--- config.mk ---
export PLATFORM = sky130hd
export DESIGN_NAME = frequency_scan_table_top
export DESIGN_NICKNAME = d
export VERILOG_FILES = /design/src/rtl/fst_pkg.sv /design/src/rtl/fst_ctrl.sv /design/src/rtl/fst_dp.sv /design/src/rtl/frequency_scan_table_top.sv
export SDC_FILE = /design/constraint.sdc
export NUM_CORES = 2
export LEC_CHECK = 0
export BUFFER_PORTS_ARGS = -buffer_cell sky130_fd_sc_hd__buf_2
export CORE_MARGIN = 4
export CORE_UTILIZATION = 45
export CTS_BUF_LIST = sky130_fd_sc_hd__clkbuf_2 sky130_fd_sc_hd__clkbuf_4 sky130_fd_sc_hd__clkbuf_8
export DETAILED_ROUTE_END_ITERATION = 12
export SYNTH_ARGS = -nofsm -noshare
export SYNTH_HDL_FRONTEND = slang
export SYNTH_SLANG_ARGS = --single-unit
--- constraint.sdc ---
create_clock -name clk -period 9.7 [get_ports clk]
set_clock_uncertainty 0.2 [all_clocks]
set_input_delay 1.94 -clock clk [delete_from_list [all_inputs] [get_ports clk]]
set_output_delay 1.94 -clock clk [all_outputs]
set_load 0.05 [all_outputs]
--- src/rtl/fst_pkg.sv ---
`default_nettype none
// ----------------------------------------------------------------------------
// fst_pkg
// Shared types and codes for the frequency scan table: command opcodes,
// result status codes, class constants and the controller/datapath buses.
// ----------------------------------------------------------------------------
package fst_pkg;

  localparam int unsigned FREQ_W   = 33;
  localparam int unsigned CLASS_W  = 4;
  localparam int unsigned STATUS_W = 2;
  localparam int unsigned INDEX_W  = 10;

  localparam logic [CLASS_W-1:0] CLASS_OTHER = 4'd7;
  localparam logic [CLASS_W-1:0] CLASS_MAX   = 4'd8;

  // Configuration register indexes
  localparam logic CFG_BAND_LOW  = 1'b0;
  localparam logic CFG_BAND_HIGH = 1'b1;

  typedef enum logic [2:0] {
    OP_CLEAR  = 3'd0,
    OP_LOAD   = 3'd1,
    OP_FINISH = 3'd2,
    OP_NEXT   = 3'd3,
    OP_FIND   = 3'd4
  } fst_op_t;

  typedef enum logic [STATUS_W-1:0] {
    STATUS_OK         = 2'd0,
    STATUS_EMPTY      = 2'd1,
    STATUS_NOT_LOADED = 2'd2,
    STATUS_NOT_FOUND  = 2'd3
  } fst_status_t;

  typedef enum logic [1:0] {
    RD_SCAN  = 2'd0,
    RD_FIRST = 2'd1,
    RD_AFTER = 2'd2
  } fst_rd_sel_t;

  typedef enum logic [2:0] {
    S_IDLE   = 3'd0,
    S_DECODE = 3'd1,
    S_SCAN   = 3'd2,
    S_FETCH  = 3'd3,
    S_DONE   = 3'd4
  } fst_state_t;

  typedef struct packed {
    logic [FREQ_W-1:0]  freq;
    logic [CLASS_W-1:0] cls;
  } fst_entry_t;

  // Controller -> datapath
  typedef struct packed {
    logic        capture;
    logic        clear;
    logic        store;
    logic        set_loaded;
    logic        scan_start;
    logic        rd_en;
    fst_rd_sel_t rd_sel;
    logic        out_load;
    logic        out_src_entry;
    fst_status_t out_status;
    logic        out_stored;
  } fst_cmd_t;

  // Datapath -> controller
  typedef struct packed {
    fst_op_t op;
    logic    freq_zero;
    logic    cnt_zero;
    logic    loaded;
    logic    can_store;
    logic    issue_more;
    logic    rd_vld;
    logic    match;
  } fst_sts_t;

endpackage
`default_nettype wire

--- src/rtl/fst_ctrl.sv ---
`default_nettype none
// ----------------------------------------------------------------------------
// fst_ctrl
// Command sequencer: decodes one transaction, drives the entry scan and
// fetch in the datapath, and hands the result to the output register.
// ----------------------------------------------------------------------------
module fst_ctrl
  import fst_pkg::*;
(
  input  wire logic     clk,
  input  wire logic     rst_n,
  input  wire logic     in_valid,
  output logic          in_ready,
  output logic          out_valid,
  input  wire logic     out_ready,
  input  wire fst_sts_t sts,
  output fst_cmd_t      cmd
);

  fst_state_t  state_r, state_nxt;
  fst_status_t status_r, status_nxt;
  logic        stored_r, stored_nxt;
  logic        src_entry_r, src_entry_nxt;
  logic        out_valid_r, out_valid_nxt;
  logic        slot_free;

  assign slot_free = !out_valid_r || out_ready;
  assign in_ready  = (state_r == S_IDLE);
  assign out_valid = out_valid_r;

  always_ff @(posedge clk) begin
    if (!rst_n) begin
      state_r     <= S_IDLE;
      out_valid_r <= 1'b0;
      status_r    <= STATUS_OK;
      stored_r    <= 1'b0;
      src_entry_r <= 1'b0;
    end else begin
      state_r     <= state_nxt;
      out_valid_r <= out_valid_nxt;
      status_r    <= status_nxt;
      stored_r    <= stored_nxt;
      src_entry_r <= src_entry_nxt;
    end
  end

  // Next state
  always_comb begin
    state_nxt = state_r;
    unique case (state_r)
      S_IDLE: begin
        if (in_valid) state_nxt = S_DECODE;
      end
      S_DECODE: begin
        case (sts.op)
          OP_NEXT: begin
            if (sts.cnt_zero)       state_nxt = S_DONE;
            else if (sts.freq_zero) state_nxt = S_FETCH;
            else                    state_nxt = S_SCAN;
          end
          OP_FIND: begin
            state_nxt = sts.loaded ? S_SCAN : S_DONE;
          end
          default: state_nxt = S_DONE;
        endcase
      end
      S_SCAN: begin
        if (sts.match) begin
          state_nxt = (sts.op == OP_NEXT) ? S_FETCH : S_DONE;
        end else if (!sts.issue_more && !sts.rd_vld) begin
          state_nxt = (sts.op == OP_NEXT) ? S_FETCH : S_DONE;
        end
      end
      S_FETCH: state_nxt = S_DONE;
      S_DONE: begin
        if (slot_free) state_nxt = S_IDLE;
      end
      default: state_nxt = S_IDLE;
    endcase
  end

  // Outputs and result bookkeeping
  always_comb begin
    cmd           = '0;
    cmd.rd_sel    = RD_SCAN;
    cmd.out_status = status_r;
    cmd.out_stored = stored_r;
    cmd.out_src_entry = src_entry_r;
    status_nxt    = status_r;
    stored_nxt    = stored_r;
    src_entry_nxt = src_entry_r;
    out_valid_nxt = out_valid_r && !out_ready;
    unique case (state_r)
      S_IDLE: begin
        if (in_valid) begin
          cmd.capture   = 1'b1;
          status_nxt    = STATUS_OK;
          stored_nxt    = 1'b0;
          src_entry_nxt = 1'b0;
        end
      end
      S_DECODE: begin
        case (sts.op)
          OP_CLEAR: cmd.clear = 1'b1;
          OP_LOAD: begin
            if (sts.can_store) begin
              cmd.store  = 1'b1;
              stored_nxt = 1'b1;
            end
          end
          OP_FINISH: begin
            if (!sts.loaded) begin
              if (sts.cnt_zero) status_nxt = STATUS_EMPTY;
              else              cmd.set_loaded = 1'b1;
            end
          end
          OP_NEXT: begin
            if (sts.cnt_zero) begin
              status_nxt = STATUS_EMPTY;
            end else if (sts.freq_zero) begin
              cmd.rd_en  = 1'b1;
              cmd.rd_sel = RD_FIRST;
            end else begin
              cmd.scan_start = 1'b1;
            end
          end
          OP_FIND: begin
            if (sts.loaded) cmd.scan_start = 1'b1;
            else            status_nxt = STATUS_NOT_LOADED;
          end
          default: ;
        endcase
      end
      S_SCAN: begin
        if (sts.match) begin
          // Hold the matched entry for find; step past it for next
          if (sts.op == OP_NEXT) begin
            cmd.rd_en  = 1'b1;
            cmd.rd_sel = RD_AFTER;
          end else begin
            src_entry_nxt = 1'b1;
          end
        end else if (sts.issue_more) begin
          cmd.rd_en  = 1'b1;
          cmd.rd_sel = RD_SCAN;
        end else if (!sts.rd_vld) begin
          if (sts.op == OP_NEXT) begin
            cmd.rd_en  = 1'b1;
            cmd.rd_sel = RD_FIRST;
          end else begin
            status_nxt = STATUS_NOT_FOUND;
          end
        end
      end
      S_FETCH: src_entry_nxt = 1'b1;
      S_DONE: begin
        if (slot_free) begin
          cmd.out_load  = 1'b1;
          out_valid_nxt = 1'b1;
        end
      end
      default: ;
    endcase
  end

endmodule
`default_nettype wire

--- src/rtl/fst_dp.sv ---
`default_nettype none
// ----------------------------------------------------------------------------
// fst_dp
// Datapath: band registers, entry memory with registered read, entry count,
// loaded mark, scan address and compare, and the output register.
// ----------------------------------------------------------------------------
module fst_dp
  import fst_pkg::*;
#(
  parameter int unsigned TABLE_ENTRIES = 64
) (
  input  wire logic                 clk,
  input  wire logic                 rst_n,
  input  wire logic                 cfg_we,
  input  wire logic                 cfg_index,
  input  wire logic [FREQ_W-1:0]    cfg_wdata,
  input  wire logic [2:0]           in_command,
  input  wire logic [FREQ_W-1:0]    in_freq_in,
  input  wire logic [CLASS_W-1:0]   in_class_in,
  input  wire fst_cmd_t             cmd,
  output fst_sts_t                  sts,
  output logic [STATUS_W-1:0]       out_status,
  output logic [FREQ_W-1:0]         out_freq_out,
  output logic [CLASS_W-1:0]        out_class_out,
  output logic                      out_entry_stored,
  output logic [INDEX_W-1:0]        out_entry_index
);

  localparam int unsigned CNT_W = $clog2(TABLE_ENTRIES + 1);
  localparam int unsigned IDX_W = (TABLE_ENTRIES > 1) ? $clog2(TABLE_ENTRIES) : 1;

  logic [FREQ_W-1:0]  band_lo_r, band_hi_r;
  fst_op_t            op_r;
  logic [FREQ_W-1:0]  freq_r;
  logic [CLASS_W-1:0] class_r;
  logic [CNT_W-1:0]   cnt_r;
  logic               loaded_r;
  logic [CNT_W-1:0]   addr_r;
  fst_entry_t         mem [TABLE_ENTRIES];
  fst_entry_t         rd_data_r;
  logic [IDX_W-1:0]   rd_idx_r;
  logic               rd_vld_r;

  logic [STATUS_W-1:0] out_status_r;
  logic [FREQ_W-1:0]   out_freq_r;
  logic [CLASS_W-1:0]  out_class_r;
  logic                out_stored_r;
  logic [INDEX_W-1:0]  out_index_r;

  fst_entry_t       wr_entry;
  logic [CNT_W-1:0] after_cnt;
  logic [IDX_W-1:0] after_idx;
  logic [IDX_W-1:0] rd_addr;

  // Control state
  always_ff @(posedge clk) begin
    if (!rst_n) begin
      band_lo_r <= '0;
      band_hi_r <= '1;
      cnt_r     <= '0;
      loaded_r  <= 1'b0;
      rd_vld_r  <= 1'b0;
    end else begin
      if (cfg_we) begin
        if (cfg_index == CFG_BAND_LOW) band_lo_r <= cfg_wdata;
        else                           band_hi_r <= cfg_wdata;
      end
      if (cmd.clear) begin
        cnt_r    <= '0;
        loaded_r <= 1'b0;
      end else begin
        if (cmd.store)      cnt_r    <= cnt_r + CNT_W'(1);
        if (cmd.set_loaded) loaded_r <= 1'b1;
      end
      rd_vld_r <= cmd.rd_en;
    end
  end

  // Latch the command and step the scan address
  always_ff @(posedge clk) begin
    if (cmd.capture) begin
      op_r    <= fst_op_t'(in_command);
      freq_r  <= in_freq_in;
      class_r <= in_class_in;
    end
    if (cmd.scan_start) begin
      addr_r <= '0;
    end else if (cmd.rd_en && cmd.rd_sel == RD_SCAN) begin
      addr_r <= addr_r + CNT_W'(1);
    end
  end

  // Map unknown classes to other
  always_comb begin
    wr_entry.freq = freq_r;
    wr_entry.cls  = (class_r > CLASS_MAX) ? CLASS_OTHER : class_r;
  end

  // Entry after the matched one, wrapping at the fill count
  always_comb begin
    after_cnt = CNT_W'(rd_idx_r) + CNT_W'(1);
    after_idx = (after_cnt >= cnt_r) ? '0 : after_cnt[IDX_W-1:0];
  end

  always_comb begin
    unique case (cmd.rd_sel)
      RD_SCAN:  rd_addr = addr_r[IDX_W-1:0];
      RD_FIRST: rd_addr = '0;
      RD_AFTER: rd_addr = after_idx;
      default:  rd_addr = '0;
    endcase
  end

  // Entry memory: one write port, one registered read port
  always_ff @(posedge clk) begin
    if (cmd.store) mem[cnt_r[IDX_W-1:0]] <= wr_entry;
    if (cmd.rd_en) begin
      rd_data_r <= mem[rd_addr];
      rd_idx_r  <= rd_addr;
    end
  end

  always_comb begin
    sts.op         = op_r;
    sts.freq_zero  = (freq_r == '0);
    sts.cnt_zero   = (cnt_r == '0);
    sts.loaded     = loaded_r;
    sts.can_store  = !loaded_r && (freq_r >= band_lo_r) && (freq_r <= band_hi_r) &&
                     (cnt_r < CNT_W'(TABLE_ENTRIES));
    sts.issue_more = (addr_r < cnt_r);
    sts.rd_vld     = rd_vld_r;
    sts.match      = rd_vld_r && (rd_data_r.freq == freq_r);
  end

  // Output register
  always_ff @(posedge clk) begin
    if (cmd.out_load) begin
      out_status_r <= cmd.out_status;
      out_stored_r <= cmd.out_stored;
      if (cmd.out_src_entry) begin
        out_freq_r  <= rd_data_r.freq;
        out_class_r <= rd_data_r.cls;
        out_index_r <= INDEX_W'(rd_idx_r);
      end else begin
        out_freq_r  <= '0;
        out_class_r <= '0;
        out_index_r <= '0;
      end
    end
  end

  assign out_status       = out_status_r;
  assign out_freq_out     = out_freq_r;
  assign out_class_out    = out_class_r;
  assign out_entry_stored = out_stored_r;
  assign out_entry_index  = out_index_r;

endmodule
`default_nettype wire

--- src/rtl/frequency_scan_table_top.sv ---
`default_nettype none
// Steps from input accept to out_valid: decode then done for clear, load, finish, unused
//   codes, next on an empty table and find while not loaded; decode, fetch and done for
//   next from zero; a scan reads one entry per cycle through the memory read port.
// Transactions: one at a time, the next taken in the cycle after the result loads.
// Reset (rst_n, synchronous): empty, not loaded, band open; entry memory not cleared.
// ----------------------------------------------------------------------------
// frequency_scan_table_top
// Table of scan frequencies with class codes: clear, load, finish, next and
// find transactions, each answered by exactly one result transaction.
// ----------------------------------------------------------------------------
module frequency_scan_table_top
  import fst_pkg::*;
#(
  parameter int unsigned TABLE_ENTRIES = 64
) (
  input  wire logic                clk,
  input  wire logic                rst_n,
  // Configuration write port
  input  wire logic                cfg_we,
  input  wire logic                cfg_index,
  input  wire logic [FREQ_W-1:0]   cfg_wdata,
  // Command channel
  input  wire logic                in_valid,
  output logic                     in_ready,
  input  wire logic [2:0]          in_command,
  input  wire logic [FREQ_W-1:0]   in_freq_in,
  input  wire logic [CLASS_W-1:0]  in_class_in,
  // Result channel
  output logic                     out_valid,
  input  wire logic                out_ready,
  output logic [STATUS_W-1:0]      out_status,
  output logic [FREQ_W-1:0]        out_freq_out,
  output logic [CLASS_W-1:0]       out_class_out,
  output logic                     out_entry_stored,
  output logic [INDEX_W-1:0]       out_entry_index
);

  // Command and status buses between sequencer and datapath
  fst_cmd_t cmd;
  fst_sts_t sts;

  // Sequencer: takes a transaction only when idle; the output register lets
  // a new command start while the previous result still waits downstream.
  fst_ctrl u_ctrl (
    .clk       (clk),
    .rst_n     (rst_n),
    .in_valid  (in_valid),
    .in_ready  (in_ready),
    .out_valid (out_valid),
    .out_ready (out_ready),
    .sts       (sts),
    .cmd       (cmd)
  );

  // Datapath: entry memory, band check, scan compare and result register.
  fst_dp #(
    .TABLE_ENTRIES (TABLE_ENTRIES)
  ) u_dp (
    .clk              (clk),
    .rst_n            (rst_n),
    .cfg_we           (cfg_we),
    .cfg_index        (cfg_index),
    .cfg_wdata        (cfg_wdata),
    .in_command       (in_command),
    .in_freq_in       (in_freq_in),
    .in_class_in      (in_class_in),
    .cmd              (cmd),
    .sts              (sts),
    .out_status       (out_status),
    .out_freq_out     (out_freq_out),
    .out_class_out    (out_class_out),
    .out_entry_stored (out_entry_stored),
    .out_entry_index  (out_entry_index)
  );

endmodule
`default_nettype wire
==> key figures <==
Route
  • WL final: between 300000 and 400000 um
  • Initial DRC count: 10600
  • Vias: 68100
  • Vias/cell: 5.91
  • ANT nets after route: 0
  • Drt wl/cell: 29.0 um
  • Number of remaining DRC errors: 0
  • TritonRoute pass-1 iters: 7

Logic synthesis
  • Synth area leaders: edfxtp_1 (73%), nand2_1 (8.8%), nand3_1 (3.2%)
  • Sequential-to-total area share from yosys stat: around three quarters
  • Commonest cells in the synthesized netlist: edfxtp_1 (2497), nand2_1 (2422), nand3_1 (652)
  • Asr flop ratio synth: 0%
  • Yosys synthesis warning count: 0
  • Synth Register Bits: 2587
  • Post-synth EDFFs: between 2000 and 2500
  • Mapped Avg Cell Area: 13.1 um2
  • Mapped Area: 0.103 mm2
  • Ys flop type: edfxtp_1
  • Most frequent cell after synthesis: edfxtp_1
  • Area leader, netlist: edfxtp_1
  • Mapped Cells: 7831
  • Synth top area share: 72.9%
  • Synth unique cells: between 60 and 70

Timing
  • Hold Violations, Final: 0
  • TNS Setup: 0 ps
  • Smallest hold slack: 260 ps
  • Final setup fails: 0
  • Worst Tran Pin Value: 1230 ps
  • Slew Limit Headroom: 17.2%
  • Max Slew Vio Count: 0
  • RSZ-0062 raised after global routing: false
  • Tcrit/Tclk final: 77.1%
  • Final worst path period need: 7470 ps
  • Fmax: 0.134 GHz

Critical path
  • Critical Path RT: 10330 ps
  • Critical path data arrival time: 8100 ps
  • CP Launch Point: u_dp.freq_r[27]
  • CP startpoint kind: flop
  • Crit path max fanout: 186
  • Crit path kind: flop to flop
  • CP Capture Type: flop
  • Worst reg2reg path depth: 14
  • FF-to-FF Start: u_dp.freq_r[27]

Clock network
  • PostCTS Resize Cnt: 0
  • CTS tree: done
  • Post-CTS setup buffer count: 0
  • CTS H-tree depth: 5
  • Clock Path Buffers: 4
  • Clock Sinks: ~2600
  • Num CTS Buffers: 431
  • Clock Latency Late Sink: roughly 1100 ps
  • Worst-path clk slew: 60 ps
  • Root Buffer: clkbuf_8
  • Hold Buf Count CTS: 0

Hold path
  • Hold Path Depth: 0
  • Min-delay worst type: flop to flop
  • Min-delay src: u_ctrl.stored_r

Floorplanning
  • Die Height: a little under 500 um
  • Initial Util: a little under half
  • CORE AREA: 0.227 mm2
  • Die area: 0.236 mm2
  • Ports: 131
  • Cell Rows: 175
  • Die width: between 400 and 500 um

Pwr
  • Int Pwr: approximately 17 mW
  • Gate power share: 2.3%
  • Power, Total: approximately 22 mW
  • Max VDD drop: 0.113 mV
  • Power Density: roughly 190 mW/mm2
  • Clock network power share: 41.8%
  • Sw Ratio: a little over a fifth
  • Switching power: 4.72 mW
  • Sequential share of power: between 50% and 60%
  • Leak Pwr: 39.5 nW

Final layout
  • Layout area overhead: 12.6%
  • Final #Nets: 8298
  • Utilization after layout: 50.9%
  • Share of cells above drive strength 1: 13.0%
  • Non-filler cells, final: approximately 12000

Global routing
  • Largest net degree at the start of global routing: 190
  • Total GRT Usage: 27.6%
  • Initial antenna violation count: 21
  • Vias in the first global route: 64700
  • Total grt overflow: 0
  • First-pass GRT wire length: ~470000 um

Job
  • Max-cap violations: 0

Placed design
  • Placed Cells: 10700
  • Hpwl dp: 176000 um
  • Port-buffer cells: 126
  • Placer Congestion: ~0.9

Status
  • Outcome: finished clean
[path summary, 6_finish.rpt]
| check | endpoint | slack [ps] |
|---|---|---|
| hold reg to reg | u_dp.out_entry_stored | 260 |
| setup reg to reg | u_dp.rd_data_r[10] | 2230 |
| hold / removal | u_dp.out_entry_stored | 260 |
| setup / recovery | u_dp.rd_data_r[10] | 2230 |
[per-stage QoR]
step                      worst slack, ps  instance area (um2)
final                                2230               116000
after global routing                 2030               116000
after CTS                            2460               116000
after detailed placement             2490               108000
after global placement               2570               108000
after floorplan                      2560               103000
[worst max-delay path, cell delays in order (launching register included)]
cell,delay (ps)
edfxtp_1,1060
buf_4,560
xor2_1,130
nor4_1,340
nand4_1,390
nor4_4,350
buf_4,350
mux2i_4,330
buf_12,580
and2_4,670
buf_12,440
nand3_1,150
nand4_1,160
nand4_1,610
or4_1,660
[cells in the final DEF, fill, tap and decap left out, types with 15 or more instances in the layout]
cell	netlist	layout
nand2_1	2422	2422
nor2_4	0	18
buf_2	142	126
a21o_1	31	30
a211oi_1	114	114
a32oi_1	19	19
edfxtp_1	2497	2497
o211ai_1	215	215
and2_1	89	87
nor3_2	0	56
dfxtp_1	90	90
mux2i_1	25	24
nor4_1	17	17
clkinv_2	0	31
inv_1	83	82
nand4_1	242	242
diode_2	0	41
o21ai_0	40	40
buf_4	15	206
buf_12	0	15
a21boi_0	36	36
nor2_1	61	41
clkinv_1	0	108
ha_1	83	83
a31oi_1	236	235
clkbuf_8	0	448
a22o_1	56	56
a21oi_1	31	31
nor3_1	74	18
clkbuf_4	0	164
or4_1	38	38
and2_0	74	74
nand3_1	652	650
xor2_1	37	37
[flip-flops by register name (all words and copies together), names as in the netlist]
register and cells:
u_ctrl.src_entry_r 1, u_dp.rd_vld_r 1, u_ctrl.state_r 3, u_ctrl.stored_r 1, u_dp.out_freq_out 33, u_dp.out_entry_index 6, u_dp.out_status 2, u_dp.band_hi_r 33
u_dp.addr_r 7, u_dp.out_entry_stored 1, u_ctrl.status_r 2, u_dp.rd_data_r 37, u_dp.mem 2368, u_dp.band_lo_r 33, u_dp.rd_idx_r 6, u_dp.loaded_r 1
u_dp.class_r 4, u_dp.freq_r 33, u_dp.cnt_r 7, u_dp.out_class_out 4, u_ctrl.out_valid 1, u_dp.op_r 3
[power groups by stage]
stage	sequential, mW	clock, mW	combinational, mW
2_1_floorplan	12.7	0	0.140
3_3_place_gp	12.6	0	0.482
3_5_place_dp	12.6	0	0.497
4_1_cts	12.4	9.34	0.498
5_1_grt	12.4	9.89	0.540
6_report	12.4	9.25	0.505
[area by class of cell]
type                            instances  area [um2]
Clock buffer                          612        7400
Clock inverter                        147         718
Tap cell                             3009        3760
Fill cell                           19400      112000
Timing Repair Buffer                  347        2480
Antenna cell                           41         103
Inverter                               84         323
Sequential cell                      2587       76800
Multi-Input combinational cell       4685       24200
[kinds of logic after synthesis]
logic type / count (synthesis) / share of synthesized area [%]
adders and majority gates: 83 / 1.01
and+or+nand+nor: 3719 / 15.8
buffers and inverters: 562 / 2.32
muxes: 28 / 0.280
AOI/OAI and AO/OA: 809 / 5.56
xor gates and xnor gates: 42 / 0.358
DFF: 2587 / 74.7
other: 1 / 0.00365
[layer usage]
layer | track usage (%) | up-vias | part of all wire, %
met3 | 4.99 | 690 | 10
li1 | - | 29500 | -
met4 | 14.0 | 2 | 4.9
met5 | 0 | - | 0.0036
met2 | 41.9 | 3983 | 45
met1 | 38.5 | 33900 | 40
(Power assumes the default switching activity.)
